[config.mk]
export PLATFORM = sky130hd
export DESIGN_NAME = moving_average_object_segmenter_unit
export DESIGN_NICKNAME = d
export VERILOG_FILES = /design/src/rtl/maseg_pkg.sv /design/src/rtl/maseg_result_queue.sv /design/src/rtl/moving_average_object_segmenter_unit.sv
export VERILOG_INCLUDE_DIRS = /design/src /design/src/rtl
export SDC_FILE = /design/constraint.sdc
export NUM_CORES = 1
export LEC_CHECK = 0
export ABC_AREA = 1
export BUFFER_PORTS_ARGS = -buffer_cell sky130_fd_sc_hd__buf_2
export CAP_MARGIN = 5
export CORE_AREA = 5 5 181 183
export DETAILED_ROUTE_END_ITERATION = 10
export DIE_AREA = 0 0 186 188
export PLACE_DENSITY_LB_ADDON = 0.2
export SYNTH_ARGS = -nofsm -noshare
export SYNTH_HDL_FRONTEND = slang
export SYNTH_SLANG_ARGS = --single-unit
[constraint.sdc]
create_clock -name clk -period 6.8 [get_ports clk]
set_clock_uncertainty 0.2 [all_clocks]
set_input_delay 0.34 -clock clk [delete_from_list [all_inputs] [get_ports clk]]
set_output_delay 0.34 -clock clk [all_outputs]
set_load 0.05 [all_outputs]
[src/rtl/moving_average_object_segmenter_unit_macros.svh]
// Assertion macros for the moving-average object segmenter.
// Used by the top level; needs clk and rst_n in the scope of the use.
`ifndef MOVING_AVERAGE_OBJECT_SEGMENTER_UNIT_MACROS_SVH
`define MOVING_AVERAGE_OBJECT_SEGMENTER_UNIT_MACROS_SVH

// Same-cycle implication, disabled while reset is asserted.
`define MASEG_ASSERT_NOW(label, ante, cons, msg) \
  label: assert property (@(posedge clk) disable iff (!rst_n) (ante) |-> (cons)) \
    else $error(msg);

// Next-cycle implication, disabled while reset is asserted.
`define MASEG_ASSERT_NEXT(label, ante, cons, msg) \
  label: assert property (@(posedge clk) disable iff (!rst_n) (ante) |=> (cons)) \
    else $error(msg);

`endif

[src/rtl/maseg_pkg.sv]
// Shared types and constants for the moving-average object segmenter.
// No dependencies; used by maseg_result_queue, the top level and the testbench.
package maseg_pkg;

  localparam int ANGLE_W = 8;
  localparam int DIST_W  = 12;
  localparam int COUNT_W = 4;

  localparam logic [DIST_W-1:0] THRESH_RESET = 12'd50;

  localparam logic KIND_OBJECT = 1'b0;
  localparam logic KIND_DONE   = 1'b1;

  // Result queue: a final reading may push two records while one still waits.
  localparam int QUEUE_DEPTH = 3;
  localparam int QCNT_W      = 2;

  typedef struct packed {
    logic [ANGLE_W-1:0] angle;
    logic [DIST_W-1:0]  distance;
    logic               final_reading;
  } in_item_t;

  typedef struct packed {
    logic               kind;
    logic [ANGLE_W-1:0] start_angle;
    logic [ANGLE_W-1:0] stop_angle;
    logic [COUNT_W-1:0] object_count;
    logic               last_of_run;
  } out_item_t;

  typedef struct packed {
    logic first;
    logic second;
  } push_t;

endpackage

[src/rtl/maseg_result_queue.sv]
// Three-entry result queue that accepts up to two records per cycle.
// Depends on maseg_pkg for the record type and the push control struct.
module maseg_result_queue (
  input  logic                clk,
  input  logic                rst_n,
  input  maseg_pkg::push_t    push,
  input  maseg_pkg::out_item_t push_data0,
  input  maseg_pkg::out_item_t push_data1,
  input  logic                pop,
  output maseg_pkg::out_item_t head,
  output logic                not_empty,
  output logic                room
);

  maseg_pkg::out_item_t ent_r   [maseg_pkg::QUEUE_DEPTH];
  maseg_pkg::out_item_t ent_nxt [maseg_pkg::QUEUE_DEPTH];
  logic [maseg_pkg::QCNT_W-1:0] count_r, count_nxt, base;

  always_comb begin
    base = count_r - maseg_pkg::QCNT_W'(pop);
    for (int i = 0; i < maseg_pkg::QUEUE_DEPTH; i++) begin
      if (pop && i < maseg_pkg::QUEUE_DEPTH - 1) begin
        ent_nxt[i] = ent_r[i+1];
      end else begin
        ent_nxt[i] = ent_r[i];
      end
      if (push.first && base == maseg_pkg::QCNT_W'(i)) begin
        ent_nxt[i] = push_data0;
      end
      if (push.second && base + 1'b1 == maseg_pkg::QCNT_W'(i)) begin
        ent_nxt[i] = push_data1;
      end
    end
    count_nxt = base + maseg_pkg::QCNT_W'(push.first) + maseg_pkg::QCNT_W'(push.second);
  end

  always_ff @(posedge clk) begin
    if (!rst_n) begin
      count_r <= '0;
    end else begin
      count_r <= count_nxt;
    end
  end

  always_ff @(posedge clk) begin
    for (int i = 0; i < maseg_pkg::QUEUE_DEPTH; i++) begin
      ent_r[i] <= ent_nxt[i];
    end
  end

  assign head      = ent_r[0];
  assign not_empty = (count_r != '0);
  // Two free slots once this cycle's transfer out has left.
  assign room      = (base <= maseg_pkg::QCNT_W'(1));

endmodule

[src/rtl/moving_average_object_segmenter_unit.sv]
// Moving-average object segmenter: top level.
// Throughput: one reading per cycle while the queue has room; the window sum is
// kept running, so each reading costs one subtract, one add and two compares.
// Records leave one a cycle while out_ready is high. Reset (synchronous, rst_n
// low) clears the window, sum, fill, object state and queue, and sets the
// threshold to 50. Depends on maseg_pkg and maseg_result_queue.
`include "moving_average_object_segmenter_unit_macros.svh"

module moving_average_object_segmenter_unit #(
  parameter int WINDOW      = 5,
  parameter int MAX_OBJECTS = 10
) (
  input  logic                  clk,
  input  logic                  rst_n,
  input  logic                  in_valid,
  output logic                  in_ready,
  input  maseg_pkg::in_item_t   in_data,
  output logic                  out_valid,
  input  logic                  out_ready,
  output maseg_pkg::out_item_t  out_data,
  input  logic                  cfg_valid,
  output logic                  cfg_ready,
  input  logic [maseg_pkg::DIST_W-1:0] cfg_data
);

  localparam int SUM_W  = maseg_pkg::DIST_W + $clog2(WINDOW);
  localparam int FILL_W = $clog2(WINDOW + 1);
  localparam logic [SUM_W-1:0] LIMIT_RESET = SUM_W'(maseg_pkg::THRESH_RESET) * SUM_W'(WINDOW);

  logic [maseg_pkg::DIST_W-1:0]  dw_r  [WINDOW];
  logic [maseg_pkg::DIST_W-1:0]  dw_nxt[WINDOW];
  logic [maseg_pkg::ANGLE_W-1:0] aw_r  [WINDOW];
  logic [maseg_pkg::ANGLE_W-1:0] aw_nxt[WINDOW];
  logic [SUM_W-1:0]   sum_r, sum_nxt, limit_r;
  logic [FILL_W-1:0]  fill_r, fill_nxt;
  logic               inside_r, inside_nxt;
  logic [maseg_pkg::ANGLE_W-1:0] start_r, start_nxt;
  logic [maseg_pkg::COUNT_W-1:0] found_r, found_nxt;

  logic accept, pop, q_room;
  logic full, evaluate, do_open, do_close, fin_close;
  logic inside_mid;
  logic [maseg_pkg::ANGLE_W-1:0] start_mid;
  logic [maseg_pkg::COUNT_W-1:0] found_mid, found_end;
  maseg_pkg::push_t     push;
  maseg_pkg::out_item_t rec_close, rec_fin, rec_done, push0, push1;

  assign cfg_ready = 1'b1;
  assign in_ready  = q_room;
  assign accept    = in_valid && in_ready;
  assign pop       = out_valid && out_ready;

  always_comb begin
    // Window after the shift; the oldest entry becomes index one of the old one.
    for (int k = 0; k < WINDOW - 1; k++) begin
      dw_nxt[k] = dw_r[k+1];
      aw_nxt[k] = aw_r[k+1];
    end
    dw_nxt[WINDOW-1] = in_data.distance;
    aw_nxt[WINDOW-1] = in_data.angle;
    sum_nxt  = sum_r - SUM_W'(dw_r[0]) + SUM_W'(in_data.distance);
    fill_nxt = (fill_r < FILL_W'(WINDOW)) ? fill_r + 1'b1 : fill_r;
    full     = (fill_nxt == FILL_W'(WINDOW));
    evaluate = full && (found_r < maseg_pkg::COUNT_W'(MAX_OBJECTS));
    do_open  = evaluate && (sum_nxt < limit_r) && !inside_r;
    do_close = evaluate && (sum_nxt > limit_r) && inside_r;

    inside_mid = do_open ? 1'b1 : (do_close ? 1'b0 : inside_r);
    start_mid  = do_open ? aw_r[1] : start_r;
    found_mid  = found_r + maseg_pkg::COUNT_W'(do_close);
    fin_close  = in_data.final_reading && inside_mid;
    found_end  = found_mid + maseg_pkg::COUNT_W'(fin_close);

    rec_close = '{kind: maseg_pkg::KIND_OBJECT, start_angle: start_r,
                  stop_angle: aw_r[1], object_count: found_mid,
                  last_of_run: !in_data.final_reading};
    rec_fin   = '{kind: maseg_pkg::KIND_OBJECT, start_angle: start_mid,
                  stop_angle: in_data.angle, object_count: found_end,
                  last_of_run: 1'b0};
    rec_done  = '{kind: maseg_pkg::KIND_DONE, start_angle: '0, stop_angle: '0,
                  object_count: found_end, last_of_run: 1'b1};

    // A close from the window and a close at the final reading never coincide.
    push.first  = accept && (do_close || in_data.final_reading);
    push.second = accept && in_data.final_reading && (do_close || fin_close);
    if (do_close) begin
      push0 = rec_close;
    end else if (fin_close) begin
      push0 = rec_fin;
    end else begin
      push0 = rec_done;
    end
    push1 = rec_done;

    inside_nxt = inside_mid;
    start_nxt  = start_mid;
    found_nxt  = found_mid;
    if (in_data.final_reading) begin
      for (int k = 0; k < WINDOW; k++) begin
        dw_nxt[k] = '0;
        aw_nxt[k] = '0;
      end
      sum_nxt    = '0;
      fill_nxt   = '0;
      inside_nxt = 1'b0;
      start_nxt  = '0;
      found_nxt  = '0;
    end
  end

  always_ff @(posedge clk) begin
    if (!rst_n) begin
      for (int k = 0; k < WINDOW; k++) begin
        dw_r[k] <= '0;
        aw_r[k] <= '0;
      end
      sum_r    <= '0;
      fill_r   <= '0;
      inside_r <= 1'b0;
      start_r  <= '0;
      found_r  <= '0;
    end else if (accept) begin
      for (int k = 0; k < WINDOW; k++) begin
        dw_r[k] <= dw_nxt[k];
        aw_r[k] <= aw_nxt[k];
      end
      sum_r    <= sum_nxt;
      fill_r   <= fill_nxt;
      inside_r <= inside_nxt;
      start_r  <= start_nxt;
      found_r  <= found_nxt;
    end
  end

  // The threshold is held pre-multiplied by the window length.
  always_ff @(posedge clk) begin
    if (!rst_n) begin
      limit_r <= LIMIT_RESET;
    end else if (cfg_valid && cfg_ready) begin
      limit_r <= SUM_W'(cfg_data) * SUM_W'(WINDOW);
    end
  end

  maseg_result_queue u_queue (
    .clk        (clk),
    .rst_n      (rst_n),
    .push       (push),
    .push_data0 (push0),
    .push_data1 (push1),
    .pop        (pop),
    .head       (out_data),
    .not_empty  (out_valid),
    .room       (q_room)
  );

  `MASEG_ASSERT_NOW(a_done_zero_angles, out_valid && out_data.kind == maseg_pkg::KIND_DONE, out_data.start_angle == '0 && out_data.stop_angle == '0 && out_data.last_of_run, "done record carries angles or lacks the run end mark")
  `MASEG_ASSERT_NEXT(a_final_gives_result, accept && in_data.final_reading, out_valid, "final reading left no record")
  `MASEG_ASSERT_NEXT(a_final_clears_sweep, accept && in_data.final_reading, fill_r == '0 && !inside_r && found_r == '0 && sum_r == '0, "sweep state not cleared after final reading")
  `MASEG_ASSERT_NOW(a_open_below_limit, inside_r, found_r < maseg_pkg::COUNT_W'(MAX_OBJECTS), "object open at the object limit")

endmodule

==> Word-level counts from Yosys, hierarchy flattened <==
Memory sizes are Yosys's and may differ from the RTL's.
Index checks and enable logic that the tools add are counted.
{ "op_classes": {"add_sub_neg": 9, "mul": 1, "magnitude_cmp": 5, "eq_ne": 5, "n_mux": 35, "n_bitwise": 10, "reduce_logical": 24} }
{ "op_table": {"columns": ["operator", "count"], "rows": [
  ["$mux 22", 10],
  ["$mux 12", 5],
  ["$mux 60", 1],
  ["$mux 8", 7],
  ["$mux 40", 1],
  ["$logic_and 1x1->1", 17],
  ["$add 15x12->15", 1],
  ["$gt 15x15->1", 1],
  ["$lt 15x15->1", 1],
  ["$mul 12x3->15 const B", 1],
  ["$mux 15", 1],
  ["$sub 15x12->15", 1],
  ["$or 1x1->1", 10],
  ["$add 4x1->4", 2],
  ["$mux 1", 7],
  ["$mux 3", 2],
  ["$add 2x1->2", 2],
  ["$eq 2x1->1 const B", 2],
  ["$eq 2x2->1 const B", 2],
  ["$logic_not 2->1", 2],
  ["$lt 4x4->1 const B", 1],
  ["$mux 4", 1],
  ["$add 3x1->3 const B", 1],
  ["$eq 3x3->1 const B", 1],
  ["other kinds (7)", 9]
]} }
{ "word_totals": {"regBits": 48, "ram_bits": 166, "input_bits": 38, "output_inout_bits": 25, "elab_cells": 99, "mem_count": 3} }
{ "memory_table": {"columns": ["memory", "words", "word_bits", "read_ports", "rd_clocked_by_memory_dff", "write_ports", "line_no", "source"], "rows": [
  ["u_queue.ent_r", 3, 22, 3, 0, 3, "maseg_result_queue.sv:15", "maseg_pkg::out_item_t ent_r [maseg_pkg::QUEUE_DEPTH];"],
  ["dw_r", 5, 12, 5, 0, 5, "moving_average_object_segmenter_unit.sv:30", "logic [maseg_pkg::DIST_W-1:0] dw_r [WINDOW];"],
  ["aw_r", 5, 8, 4, 0, 5, "moving_average_object_segmenter_unit.sv:32", "logic [maseg_pkg::ANGLE_W-1:0] aw_r [WINDOW];"]
]} }

==> Longest topological paths before layout <==
{ "logic_depth": {"ltp_word": 14, "ltp_mapped": 35, "ltp_nobuf": 34} }

==> Cells and area by module <==
A second synthesis with hierarchy kept.
{ "hier_totals": {"hier_cells": 1370, "area_unflattened_um2": 11597.4} }
{ "by_module_without_submodules": {"columns": ["module", "n_inst", "cells_per_inst", "area_per_inst_um2", "seq_area_each_um2"], "rows": [
  ["moving_average_object_segmenter_unit", 1, 930, 7795.0, 3683.5],
  ["maseg_result_queue", 1, 440, 3802.4, 2021.9]
]} }

==> Least setup slack after synthesis <==
Ideal clock, no wire load.
{ "synth_timing": {"kind": "register -> register", "start": "register u_queue.count_r[1] in the netlist's numbering", "end": "memory aw_r[0][10] in the netlist's numbering (enable)", "setup_ps": 492, "t_arrival_ps": 5377, "required_time_ps": 6108, "path_slack_ps": 731, "stages_incl_launch_ff": 9, "n_path_buf": 1, "synth_period_minus_slack_ps": 6069, "path_cell_list": "dfxtp_1 -> or2_2 -> nand2_1 -> inv_1 -> ha_1 -> xnor2_1 -> nand2_1 -> nand2_1 -> clkbuf_1"} }
{ "synth_lines": {"columns": ["item", "line_no", "source"], "rows": [
  ["start: declaration", "maseg_result_queue.sv:17", "logic [maseg_pkg::QCNT_W-1:0] count_r, count_nxt, base;"],
  ["start signal: assignment", "maseg_result_queue.sv:41", "count_r <= count_nxt;"],
  ["end: declaration", "moving_average_object_segmenter_unit.sv:32", null]
]} }

==> results.py <==
metrics = {
    "worst_setup_path": {
        "crit_required_ps": 6950,
        "ff2ff_path_depth": 33,
        "timing.critical_path.slowest_stage_cell": "dlygate4sd3_1",
        "crit_fanout": 17,
        "crit_path_start_kind": "input port",
        "worstPathArrival_ps": 5890,
        "critPathMaxStageDelay_ps": 520,
        "cp-end-kind": "flip-flop",
        "path_class": "in2reg",
        "critPathMostFrequentCell": "nand2_1",
    },
    "clocking": {
        "clock-root-buffer": "clkbuf_16",
        "clock_path_buffers": 3,
        "cts.sink_count": 206,
        "cts_made_buffers": 25,
        "clock_tree_from_tritoncts": "yes",
        "cts_resized": 0,
        "htree_levels": 1,
        "clk_latency_ps": 520,
        "clkTransAtPathRegs_ps": 60,
    },
    "synth": {
        "yosysTopAreaCell": "edfxtp_1",
        "yosysUniqueCellTypes": 41,
        "synth_nets": 1386,
        "synth.most_common_cell": "nand2_1",
        "yosysWarningCount": 0,
        "postSynthCellCount": 1278,
        "syn_area_sq_um": 10660,
        "syn-mean-instance-area_sq_um": 8.337,
        "synth_enable_flop_cells": 104,
        "seq_area_frac_synth": 0.4847,
        "synth_ff_type": "edfxtp_1",
        "synthDominantCellAreaShare": 0.2931,
        "ys_seq_elements": 206,
        "synth_top_cells_by_area": "edfxtp_1 (29%), dfxtp_1 (19%), nand2_1 (9.0%)",
        "async_reset_ff_frac": 0,
        "leading_cell_types_by_count_after_synthesis": "nand2_1 (255), inv_1 (241), nor2_1 (146), edfxtp_1 (104), dfxtp_1 (102)",
    },
    "detailed_routing": {
        "detail_route.drc_violations": 0,
        "num_vias": 7906,
        "drt_pass1_iterations": 5,
        "ant_nets": 0,
        "finalWirelength_um": 22760,
        "vias_per_cell": 4.510,
        "first_iter_violations": 417,
        "avgRoutedWirePerCell_um": 12.98,
    },
    "grt": {
        "grt_start_max_net_pins": 78,
        "most_used_routing_layer": "met2",
        "grt_pass1_wl_um": 37680,
        "global_route.overflow_total": 0,
        "fraction_of_met3_tracks_used_by_global_routing": 0.01959,
        "use_met1": 0.1872,
        "grt_pass1_vias": 7503,
        "met2_usage": 0.2050,
        "grt_antenna_before_repair": 0,
        "grtUsageTotal": 0.1299,
    },
    "placement": {
        "placement.cell_area_sq_um": 11150,
        "io_buffers": 61,
        "gp_routability_congestion": 0.8333,
        "dp_cells": 1685,
        "detailedPlacementHpwl_um": 15920,
    },
    "sta": {
        "worst_pin_slew_ps": 1018,
        "maxSlewViolCount": 0,
        "timing.slew.headroom": 0.3216,
        "setup_violations": 0,
        "max_clock_freq_ghz": 0.1740,
        "rsz0062_at_grt": "no",
        "timing.setup.tns_ps": 0,
        "period_minus_slack_ps": 5748,
        "hold_viol": 0,
        "timing.final.crit_share": 0.8453,
    },
    "floorplan": {
        "initial_core_util": 0.3430,
        "core_area_sq_um": 31070,
        "floorplan.die_area_sq_um": 34970,
        "io_pins": 63,
        "die_extent_in_x_um": 186,
        "floorplan.rows": 65,
        "fp.dieH_um": 188,
    },
    "hold_path": {
        "min_delay_path_depth": 2,
        "hold_path.class": "in2reg",
    },
    "layout": {
        "finalNetCount": 1442,
        "diodes": 0,
        "synthToLayoutAreaGrowth_pct": 14.87,
        "fraction_of_layout_instances_using_a_drive_strength_above_1": 0.09845,
        "finalCoreUtilization": 0.3940,
        "post_layout_nonfiller_instances": 1753,
        "postLayoutCellArea_sq_um": 12240,
    },
    "power": {
        "power.density_cell_area_nw_per_um2": 412.8,
        "totalPowerFinal_mw": 5.053,
        "worst_ir_drop_vdd_v": 0.0001787,
        "reported_leakage_power_nw": 5.714,
    },
    "job": {
        "maxCapViolCount": 0,
    },
    "status": {
        "status": "finished, final reports clean",
    },
}
cells by family after synthesis:
family / share of synthesized area
xor gates and xnor gates: 0.01726
and+or+nand+nor: 0.2012
DFF: 0.4847
AOI/OAI and AO/OA: 0.08220
other: 0.0003519
adders and majority gates: 0.09206
buffers and inverters: 0.1222
layer usage:
metal  wire [um]  share of wire
met1       11290           0.50
met2       10070           0.44
met3         840          0.037
met4         556          0.024
met5           0              0
flip-flops by register name, summed over array words and instances (netlist names):
register and cells:
u_queue.count_r 2, fill_r 3, dw_r 60, start_r 8
inside_r 1, limit_r 15, aw_r 32, found_r 4
sum_r 15, u_queue.ent_r 66
metrics by stage:
| stage | hold slack (ps) | setup slack [ps] |
|---|---|---|
| detailed placement | 214.0 | 1027 |
| CTS | 14.52 | 1003 |
| floorplan | 196.7 | 731.1 |
| finish | 23.11 | 1052 |
| global route | 42.75 | 469.0 |
| global placement | 205.7 | 1173 |
placed cells by master (no fill, tap or decap), types with 2 or more instances in the layout:
master,instances
nand2_2,4
a31oi_1,3
nand2_1,254
dfxtp_1,102
and2_1,3
clkinvlp_4,2
bufinv_16,3
nand3_2,2
clkinv_2,4
edfxtp_1,104
dlygate4sd3_1,24
nand3b_1,3
nor2_1,146
nor3_1,2
clkbuf_8,4
xor2_1,11
inv_2,8
nand3_1,80
a21o_1,3
inv_1,241
a21oi_1,58
o21bai_1,2
clkbuf_1,5
fa_1,14
o21ai_0,60
a22o_1,9
o22ai_1,11
o21ai_1,2
o211ai_1,5
or2_2,4
xnor2_1,10
nand4_1,5
clkbuf_16,26
ha_1,56
nand2_4,5
buf_2,61
buf_4,5
critical path: cells and delay by family:
kind / cells / cell delay, ps
compound gates: 4 / 750
xor+xnor: 2 / 560
fa+ha+maj: 5 / 1710
buf+inv: 5 / 860
simple gates: 17 / 1670
area by class of cell:
type                       count  area (sq um)
timing repair buffer          90         583.1
clock inverter                 9         123.9
fill                        3226         18830
sequential                   206          5165
tap                          402         503.0
inverter                     250         939.7
multi-input combinational    761          4200
clock buffer                  35         724.4
report_power, final:
group	internal [mW]	total, mW	switching, mW
clock	0.852	1.36	0.510
sequential	1.62	1.71	0.0935
combinational	0.621	1.98	1.36
path summary, 6_finish.rpt:
path / from / end / slack [ps]
min: cfg_valid / limit_r[4] / 20
max reg2reg: dw_r[0][0] / u_queue.ent_r[0][26] / 1220
max: in_data[2] / u_queue.ent_r[0][26] / 1050
min reg2reg: u_queue.ent_r[0][44] / u_queue.ent_r[0][44] / 230
what timing repair did:
item                      4_1_cts  5_1_grt
buffers inserted                0        0
hold endpoints to repair       28        0
hold buffers                   24        0
Power figures use the tool's default switching activity.
